File: src/rtl/pbs_pkg.sv
// ----------------------------------------------------------------------------
// pbs_pkg
// Shared constants and types for the premultiplied bilinear sampler.
// ----------------------------------------------------------------------------
package pbs_pkg;

    localparam int FRAC_BITS_DEF = 8;
    localparam int PIX_W         = 32;
    localparam int CHAN_W        = 8;
    localparam int FRAC_IN_W     = 8;
    localparam int NUM_CORNERS   = 4;
    localparam int NUM_COLORS    = 3;
    localparam int ALPHA_LSB     = 24;
    localparam int QUOT_BITS     = 8;

    // corner order: top left, top right, bottom left, bottom right
    localparam int CORNER_TL = 0;
    localparam int CORNER_TR = 1;
    localparam int CORNER_BL = 2;
    localparam int CORNER_BR = 3;

    // red 7:0, green 15:8, blue 23:16, alpha 31:24
    typedef logic [PIX_W-1:0]     pixel_t;
    typedef logic [CHAN_W-1:0]    chan_t;
    typedef logic [QUOT_BITS-1:0] quot_t;

endpackage

File: src/rtl/pbs_div_step.sv
// ----------------------------------------------------------------------------
// pbs_div_step
// One restoring division stage: resolves quotient bit STEP for each color.
// ----------------------------------------------------------------------------
module pbs_div_step #(
    parameter int FRAC_BITS = pbs_pkg::FRAC_BITS_DEF,
    parameter int STEP      = pbs_pkg::QUOT_BITS - 1
) (
    input  logic                            clk,
    input  logic                            en,
    input  logic [2*FRAC_BITS+17:0]         rem_in [pbs_pkg::NUM_COLORS],
    input  pbs_pkg::quot_t                  q_in [pbs_pkg::NUM_COLORS],
    input  logic [2*FRAC_BITS+8:0]          div_in,
    input  pbs_pkg::chan_t                  alpha_in,
    output logic [2*FRAC_BITS+17:0]         rem_out [pbs_pkg::NUM_COLORS],
    output pbs_pkg::quot_t                  q_out [pbs_pkg::NUM_COLORS],
    output logic [2*FRAC_BITS+8:0]          div_out,
    output pbs_pkg::chan_t                  alpha_out
);
    import pbs_pkg::*;

    localparam int DW = 2*FRAC_BITS + 18;

    logic [DW-1:0] shifted;
    logic [DW-1:0] rem_next [NUM_COLORS];
    quot_t         q_next [NUM_COLORS];

    logic [DW-1:0]             rem_reg [NUM_COLORS];
    quot_t                     q_reg [NUM_COLORS];
    logic [2*FRAC_BITS+8:0]    div_reg;
    chan_t                     alpha_reg;

    assign shifted = DW'(div_in) << STEP;

    always_comb
    begin
        for (int c = 0; c < NUM_COLORS; c++)
        begin
            q_next[c] = q_in[c];
            if (rem_in[c] >= shifted)
            begin
                rem_next[c]     = rem_in[c] - shifted;
                q_next[c][STEP] = 1'b1;
            end
            else
            begin
                rem_next[c] = rem_in[c];
            end
        end
    end

    always_ff @(posedge clk)
    begin
        if (en)
        begin
            rem_reg   <= rem_next;
            q_reg     <= q_next;
            div_reg   <= div_in;
            alpha_reg <= alpha_in;
        end
    end

    assign rem_out   = rem_reg;
    assign q_out     = q_reg;
    assign div_out   = div_reg;
    assign alpha_out = alpha_reg;

endmodule

File: config.mk
export PLATFORM = sky130hd
export DESIGN_NAME = pbs_div_step
export DESIGN_NICKNAME = d
export VERILOG_FILES = /design/src/rtl/pbs_pkg.sv /design/src/rtl/pbs_div_step.sv
export SDC_FILE = /design/constraint.sdc
export NUM_CORES = 1
export LEC_CHECK = 0
export ABC_AREA = 0
export ABC_CLOCK_PERIOD_IN_PS = 5200
export BUFFER_PORTS_ARGS = -buffer_cell sky130_fd_sc_hd__buf_2
export CORE_MARGIN = 3
export CORE_UTILIZATION = 30
export DETAILED_ROUTE_END_ITERATION = 10
export HOLD_SLACK_MARGIN = 0.05
export PLACE_DENSITY = 0.64
export SKIP_LAST_GASP = 1
export SYNTH_ARGS = -nofsm -noshare
export SYNTH_HDL_FRONTEND = slang
export SYNTH_SLANG_ARGS = --single-unit
export TNS_END_PERCENT = 30
File: constraint.sdc
create_clock -name clk -period 5.2 [get_ports clk]
set_input_delay 1.04 -clock clk [delete_from_list [all_inputs] [get_ports clk]]
set_output_delay 1.04 -clock clk [all_outputs]
set_load 0.02 [all_outputs]
==> results.md <==
- Outcome: finished clean
- Power Density: 325 nW/um^2
- Slew HR: 0.398
- Synth cell types: 70
- # Max-Cap Violations: 0
- Final WS setup: 1.14 ns
- Row count: 65
- Finished Core Util: 0.393
- Syn avg cell area: 10.7 sq um
- Final Hold Viols: 0
- Vias: 8,306
- Final wirelength: 30,900 microns
- CORE AREA: 32,000 sq um
- Cts hold-fix bufs: 0
- Post-layout min period: 4.06 ns
- Yosys warnings: 0
- Max incr delay on CP: just over 0.8 ns
- TNS Setup: 0 ns
- Syn_nets: 1,163
- Grt total ovfl: 0
- TritonCTS clock tree: yes
- Root Buffer: clkbuf_16
- Antenna violations before repair: 4
- Non-filler cells, final: 1,696
- Total GRT Usage: 0.172
- Vias in the first global route: 8,330
- EDFF count, synth: 159
- RSZ-0062 raised after global routing: no
- Largest net degree at the start of global routing: 89
- Syn Inst Count: 924
- CTS resizes: 0
- Detailed Route Iter0 Violations: 613
- Yosys reg bits: 159
- Cell Chain, Critical Path: buf_2, inv_1, ha_1, a211oi_2, o21ai_1, a2111oi_0, o21ai_0, o31ai_4, buf_4, mux2_2
- P&R area growth vs syn: 27.4%
- Netlist Area Pre-Place: ~9900 sq um
- First-pass GRT wire length: 46,600 microns
- Post-CTS Setup Inserts: 0
- Sequential-to-total area share from yosys stat: 0.485
- Final GP Congestion: 0.857
- Largest fanout on the critical path: 43
- CP endpoint kind: register
- Crit path max-delay family: compound AO/OA/AOI/OAI gates
- Synth async-reset ratio: 0
- Hold WS: 0.767 ns
- Finished Cell Area: 12,600 sq um
- Final layout net count: 1,486
- Hold WC Path Type: input pin to register
- Total power: about 4.1 mW
- Maximum vdd drop: 236 uV
- Critical Path RT: between 5 and 6 ns
- Most frequent cells in the layout: buf_2 (318), edfxtp_1 (159), nand2_1 (113)
- Share of cells above drive strength 1: 0.312
- DRC errors left: 0
- Die Ht: 187 microns
- Leakage power: 5.30 nW
- Buffers added on ports: 319
- Worst-path clk slew: 0.07 ns
- Initial core utilization: 0.308
- Deepest clock path buffer count: 2
- I/O pin cnt: 320
- Worst Path Buf+Inv: 3
- Max Slew Vio Count: 0
- Placed instance area: 12,000 sq um
- Total Die Area: between 30,000 and 40,000 sq um
- Pre-Repair DR Iteration Count: 5
- Critical path startpoint category: input pin
- Vias per inst: 4.90
- CTS sink count: 159
- CTS H-tree lvls: 4
- CP max stage cell: a2111oi_0
- Die X: ~190 microns
- WS Path Type: input pin to register
- Arr. time, crit path: around 4.3 ns
- Fillers: 3,214
- Placed insts: 1,663
- Setup violators final: 0
- Drt wl/cell: around 18 microns
- Slew @ Worst Pin: 0.880 ns
- Post-route ant nets: 0
- CTS Buf Count: 17
- Period utilisation layout: 0.781
- Final HPWL DP: 24,900 microns
- Pre-CTS setup slack: about 0.63 ns
- Fmax: between 200 and 250 MHz
- Ys flop type: edfxtp_1
- Most common cell after layout, fill and taps aside: buf_2
final timing paths:
kind	slack [ns]	cells after the start	end	start
max	1.14	10	rem_out[47]$_DFFE_PP_	div_in[22]
min	0.77	1	q_out[5]$_DFFE_PP_	q_in[5]
logic make-up (layout without fill, tap and decap cells):
family                     count (synthesis)  in the layout  synth area share
adders and majority gates                 78             78             0.101
and+or+nand+nor                          251            251             0.121
other                                      0              1                 0
DFF                                      159            159             0.485
buffers and inverters                     70            406            0.0292
muxes                                     17             17            0.0192
AOI/OAI and AO/OA                        286            286             0.188
xor gates and xnor gates                  63             63            0.0560
layer usage:
layer / track usage / up-vias / wire length [microns]
met2: 0.298 / 269 / 15100
li1: - / 4109 / -
met4: 0.0477 / 6 / 503
met1: 0.213 / 3890 / 13400
met3: 0.0437 / 32 / 1770
met5: 0 / - / 40
layout make-up:
class | count | area, sq um | share of cell area
clock buffer | 18 | 429 | 0.0342
tap | 435 | 544 | 0.0434
multi-input combinational | 695 | 4790 | 0.382
timing repair buffer | 327 | 1680 | 0.133
inverter | 47 | 176 | 0.0141
sequential | 159 | 4770 | 0.380
antenna | 1 | 2.50 | 0.000199
clock inverter | 14 | 158 | 0.0126
power breakdown:
part | internal (mW) | switching, mW
Clock | 0.717 | 0.568
Combinational | 0.421 | 0.728
Sequential | 1.61 | 0.0391
Total | 2.75 | 1.34
flip-flops by register name, summed over array words and instances, names as in the netlist:
register	count
rem_out	102
div_out	25
q_out	24
alpha_out	8
synth_stat cells, types with 3 or more instances:
library cell	number	area share
and3_1	12	0.0076
nor4_1	7	0.0044
nor2b_1	11	0.0070
nand2b_1	9	0.0057
a211oi_1	5	0.0038
o211ai_1	7	0.0053
a21oi_1	75	0.038
a31oi_1	5	0.0032
or4b_1	3	0.0030
o21ai_0	96	0.049
nor3_1	11	0.0056
o31ai_1	3	0.0023
nand4_1	10	0.0063
nand3_1	16	0.0081
buf_4	6	0.0046
mux2_2	14	0.016
a21o_1	26	0.020
inv_1	47	0.018
a211oi_2	3	0.0038
or3_1	3	0.0019
edfxtp_1	159	0.48
xnor2_1	31	0.028
ha_1	75	0.095
or2_2	3	0.0019
a2111oi_0	3	0.0027
fa_1	3	0.0061
nand2_1	113	0.043
nor2_1	40	0.015
clkbuf_1	15	0.0057
o21a_1	10	0.0076
xor2_1	32	0.028
o21ai_1	10	0.0051
o21bai_1	13	0.0099
(Power assumes the default switching activity.)
