--- config.mk ---
export PLATFORM = sky130hd
export DESIGN_NAME = pbs_weight
export DESIGN_NICKNAME = d
export VERILOG_FILES = /design/src/rtl/pbs_pkg.sv /design/src/rtl/pbs_weight.sv
export SDC_FILE = /design/constraint.sdc
export NUM_CORES = 2
export LEC_CHECK = 0
export ABC_AREA = 0
export BUFFER_PORTS_ARGS = -buffer_cell sky130_fd_sc_hd__buf_2
export CAP_MARGIN = 0
export CORE_AREA = 8 8 270 272
export DETAILED_ROUTE_END_ITERATION = 16
export DIE_AREA = 0 0 278 280
export HOLD_SLACK_MARGIN = 0.15
export PLACE_DENSITY = 0.82
export SLEW_MARGIN = 20
export SYNTH_ARGS = -nofsm -noshare
export SYNTH_HDL_FRONTEND = slang
export SYNTH_SLANG_ARGS = --single-unit
--- constraint.sdc ---
create_clock -name clk -period 5.2 [get_ports clk]
set_input_delay 0.52 -clock clk [delete_from_list [all_inputs] [get_ports clk]]
set_output_delay 0.52 -clock clk [all_outputs]
set_load 0.1 [all_outputs]
--- src/rtl/pbs_pkg.sv ---
// ----------------------------------------------------------------------------
// pbs_pkg
// Shared constants and types for the premultiplied bilinear sampler.
// ----------------------------------------------------------------------------
package pbs_pkg;

    localparam int FRAC_BITS_DEF = 8;
    localparam int PIX_W         = 32;
    localparam int CHAN_W        = 8;
    localparam int FRAC_IN_W     = 8;
    localparam int NUM_CORNERS   = 4;
    localparam int NUM_COLORS    = 3;
    localparam int ALPHA_LSB     = 24;
    localparam int QUOT_BITS     = 8;

    // corner order: top left, top right, bottom left, bottom right
    localparam int CORNER_TL = 0;
    localparam int CORNER_TR = 1;
    localparam int CORNER_BL = 2;
    localparam int CORNER_BR = 3;

    // red 7:0, green 15:8, blue 23:16, alpha 31:24
    typedef logic [PIX_W-1:0]     pixel_t;
    typedef logic [CHAN_W-1:0]    chan_t;
    typedef logic [QUOT_BITS-1:0] quot_t;

endpackage

--- src/rtl/pbs_weight.sv ---
// ----------------------------------------------------------------------------
// pbs_weight
// Two stages: bilinear corner weights, then alpha times weight per corner.
// ----------------------------------------------------------------------------
module pbs_weight #(
    parameter int FRAC_BITS = pbs_pkg::FRAC_BITS_DEF
) (
    input  logic                            clk,
    input  logic [1:0]                      en,
    input  pbs_pkg::pixel_t                 pix_in [pbs_pkg::NUM_CORNERS],
    input  logic [pbs_pkg::FRAC_IN_W-1:0]   frac_x,
    input  logic [pbs_pkg::FRAC_IN_W-1:0]   frac_y,
    output logic [2*FRAC_BITS+7:0]          aw_out [pbs_pkg::NUM_CORNERS],
    output pbs_pkg::pixel_t                 pix_out [pbs_pkg::NUM_CORNERS]
);
    import pbs_pkg::*;

    localparam int F  = FRAC_BITS;
    localparam int WW = 2*F + 1;
    localparam int AW = 2*F + 8;
    localparam logic [F:0] ONE = (F+1)'(1) << F;

    logic [31:0]     fx_ext;
    logic [31:0]     fy_ext;
    logic [F:0]      wx [2];
    logic [F:0]      wy [2];
    logic [2*F+1:0]  wprod [NUM_CORNERS];
    logic [WW-1:0]   w_next [NUM_CORNERS];
    logic [AW:0]     awprod [NUM_CORNERS];

    logic [WW-1:0]   w_reg [NUM_CORNERS];
    pixel_t          pix0_reg [NUM_CORNERS];
    logic [AW-1:0]   aw_reg [NUM_CORNERS];
    pixel_t          pix1_reg [NUM_CORNERS];

    // only the low FRAC_BITS of the fraction are used
    assign fx_ext = {{(32-FRAC_IN_W){1'b0}}, frac_x};
    assign fy_ext = {{(32-FRAC_IN_W){1'b0}}, frac_y};

    always_comb
    begin
        wx[1] = {1'b0, fx_ext[F-1:0]};
        wy[1] = {1'b0, fy_ext[F-1:0]};
        wx[0] = ONE - wx[1];
        wy[0] = ONE - wy[1];
        wprod[CORNER_TL] = wx[0] * wy[0];
        wprod[CORNER_TR] = wx[1] * wy[0];
        wprod[CORNER_BL] = wx[0] * wy[1];
        wprod[CORNER_BR] = wx[1] * wy[1];
        for (int k = 0; k < NUM_CORNERS; k++)
        begin
            w_next[k] = wprod[k][WW-1:0];
        end
    end

    always_comb
    begin
        for (int k = 0; k < NUM_CORNERS; k++)
        begin
            awprod[k] = pix0_reg[k][ALPHA_LSB +: CHAN_W] * w_reg[k];
        end
    end

    always_ff @(posedge clk)
    begin
        if (en[0])
        begin
            w_reg    <= w_next;
            pix0_reg <= pix_in;
        end
        if (en[1])
        begin
            for (int k = 0; k < NUM_CORNERS; k++)
            begin
                aw_reg[k] <= awprod[k][AW-1:0];
            end
            pix1_reg <= pix0_reg;
        end
    end

    assign aw_out  = aw_reg;
    assign pix_out = pix1_reg;

endmodule

==> results.md <==
- The detailed router put a total of 36.36 mm of wire on met1.
- After Yosys synthesis, and, or, nand and nor cells account for 14.52% of the synthesized area.
- The multiplexer area fraction after synthesis is 0.05267%.
- The die span in x is 278 microns.
- The clock tree from TritonCTS is built.
- The die covers 0.07784 sq mm.
- Headroom to the max-slew limit came out at 41.49%.
- The adder-cell share of the synthesized area is 37.95%.
- The ratio of cells with drive above 1 in the final layout is 16.34%.
- Of all flip-flops after synthesis, the portion carrying an async set or reset was 0%.
- The DRC marker count from the first detailed-route iteration is 1702.
- The slowest stage of the critical path is the fa_1 cell.
- The maximum achievable frequency is 200.4 MHz.
- The largest buffer count on any clock path is 3.
- The placement row count is 97.
- Counting the fill cells in the layout gives 5148.
- The number of warning messages in the yosys log is 0.
- In the final timing run, aggregate negative setup slack is 0 ns.
- After clock tree synthesis, the clock-pin slew on the worst setup and hold paths is 0.06 ns.
- Grouping stages by cell kind, the critical path spends the most delay in adder cells.
- The total wirelength of the detailed-routed design is 88.77 mm.
- For this design the top-level I/O count stands at 371.
- Counting distinct cell types in the post-synthesis netlist gives 64.
- The top routing layer in use is met5.
- The number of antenna violations at the first check in global routing is 5.
- Once the floorplan was initialized, standard cells occupied 55.14% of the core.
- The total count of hold-check failures in the final report was 0.
- Counting both buffers and inverters, the worst setup path holds a total of 1.
- The top cell types in the final layout, fill and taps aside, are 576 x inv_1, 520 x fa_1, 486 x and2_1.
- The detailed-route DRC error count is 0.
- Setup violations remaining at the end of the flow were counted as 0.
- The part of the cycle the worst path needs is 95.98%.
- The depth of the CTS H-tree is 2.
- The number of pins with negative max-slew slack in the final report came to 0.
- The dominant cell type by count on the critical path is fa_1.
- The fraction of the mapped netlist area in compound gates is 4.822%.
- Entering global routing, the biggest net connects 109 pins.
- After technology mapping, the gate count stands at 3396.
- On the worst path, the slowest cell contributes a delay of 0.56 ns.
- The count of buffers added on input and output ports is 370.
- The origin of the critical flop-to-flop path is pix0_reg[29].
- The count of max-cap constraint violations is 0.
- The largest family of logic cells by synthesized area is adder cells.
- The critical path goes through buf_4 > and2_1 > fa_1 > fa_1 > fa_1 > fa_1 > ha_1 > nand2_1 > o21ai_0 > or2_2 > o41ai_2 > o31ai_1 > a21oi_1 > xnor2_1.
- The flow ran to the end, and the final reports show no timing, DRC or antenna violations.
- The routed layout has 26.30k vias.
- The die is 280 microns tall.
- After legalization and detailed placement, the total HPWL measured 66.08 mm.
- Dividing the detail-routed wire length by the instance count gives 17.84 microns.
- The worst hold slack across all endpoints is 0.1994 ns.
- When the netlist entered floorplanning its net count stood at 4384.
- The routed wire length on met2 is 45.60 mm.
- The routed design uses 5.079 mm of met3 wire.
- At the pin with the least slew margin, the transition time is 0.8777 ns.
- The routability-driven placement congestion ratio is 0.8897.
- The area share of xor/xnor cells in the synthesized design is 3.226%.
- The final critical-path required period is 4.991 ns.
- The core region is 0.06894 sq mm.
- The number of clock buffers added by TritonCTS is 47.
- Across the routed clock network, the largest skew measured is 0.01599 ns.
- STA classifies the critical path startpoint as a flop.
- The startpoint identified for the worst hold timing path is pix_in[79].
- Along the worst path, the maximum fanout reaches 10.
- The tree is rooted in a clkbuf_16.
- The total standard cell area after synthesis is 0.03801 sq mm.
- STA puts the critical path data required time at 5.51 ns.
- Setup repair after global routing left no endpoint under its margin.
- Global routing finished with a remaining overflow of 0.
- The layout overhead on the synthesized area is 18.63%.
- The number of search-and-repair iterations in the first detailed-routing pass is 6.
- The most used flip-flop cell after synthesis is edfxtp_1.
- For this design, the sink count on the clock tree is 416.
- At the later pin of the worst-skew pair, clock insertion delay measures 0.58 ns.
- The most common library cell in the layout ignoring fill and taps is inv_1.
- The critical path class is reg2reg.
- The mean post-synth cell area is 11.19 sq um.
- The sequential cell area fraction in the yosys report is 32.86%.
- The worst hold path belongs to the class in2reg.
- The number of global-route vias before repair was 27.71k.
- The first global-routing pass estimated 145.1 mm of wire.
- The number of synthesized register bits is 416.
- Data on the critical path arrives at its endpoint at 5.30 ns.
- The critical path capture point type is a flop.
- The number of nets in the finished design is 5032.
- Yosys mapped a number of flops with a built-in enable equal to 416.
- In this run the remaining antenna-violating nets after routing total 0.
- Global routing used 22.91% of the available tracks.
- The mean number of vias per cell is 5.286.
- The critical path starts at pix0_reg[29].
==> area by class of cell <==
cell class	instances	area (sq um)	share of cell area, %
Clock inverter	31	299.0	0.6632
Inverter	581	2190	4.856
Timing Repair Buffer	683	4576	10.15
Multi-Input combinational cell	2315	23200	51.46
Clock buffer	55	1206	2.675
Tap cell	891	1115	2.472
Antenna cell	4	10.01	0.02220
Sequential cell	416	12490	27.70
==> final timing paths <==
| check | cells after the start | slack (ns) | end |
|---|---|---|---|
| setup / recovery | 14 | 0.21 | aw_out[23] |
| hold / removal | 1 | 0.20 | pix0_reg[79] |
| setup reg to reg | 14 | 0.21 | aw_out[23] |
| hold reg to reg | 0 | 0.41 | pix_out[114] |
==> worst register-to-register path: cells and delay by family, from the launching register on <==
family,cells,cell delay (ns)
buffers and inverters,1,0.24
DFF,1,0.52
and+or+nand+nor,3,0.59
xor gates and xnor gates,1,0.11
adders and majority gates,5,2.27
AOI/OAI and AO/OA,4,1.02
==> logic make-up after synthesis <==
| family | Yosys count |
|---|---|
| adder cells (fa/ha/maj) | 841 |
| flip-flops | 416 |
| AND/OR/NAND/NOR | 1057 |
| multiplexers | 2 |
| AO/OA/AOI/OAI | 275 |
| buffers and inverters | 665 |
| XOR/XNOR | 140 |
==> cells in the mapped netlist, types with 18 or more instances <==
library cell  number  area, sq um
xnor2_1          101        884.6
nor2b_1           18        112.6
xor2_1            39        341.6
ha_1             321         4016
a21o_1            34        255.2
o21ai_0           36        180.2
nor2_1            91        341.6
edfxtp_1         416        12490
a21oi_1           89        445.4
fa_1             520        10410
and2_1           486         3040
inv_1            580         2177
clkbuf_1          81        304.0
nand3_1           25        125.1
nor3_1            23        115.1
nand2b_1          24        150.1
nand2_1          333         1250
==> metrics by stage <==
step	util (%)	std cells	worst slack, ns	instance area [sq um]
2_1_floorplan	-	3396	-0.04959	38210
3_3_place_gp	61.02	4733	-0.2238	42060
4_1_cts	65.09	4950	0.07573	44870
5_1_grt	65.40	4974	0.01288	45090
3_5_place_dp	61.02	4733	-0.3783	42060
6_report	65.41	4976	0.2093	45090
==> metal layers <==
metal  up-vias  GRT usage (%)
met2       807          41.00
met4         2          4.947
met1     13200          29.33
met5         -              0
li1      12180              -
met3       118          3.691
==> repair_timing <==
action                                  in CTS  in global routing
endpoints found under the setup margin       2                 12
endpoints found under the hold margin      127                  0
hold buffers                               127                  0
gates resized for setup                      0                  6
buffers inserted                             4                 22
Power is left out: the tool's default activity adds up to more than one toggle a clock period on the data nets, which glitch-free logic cannot reach.
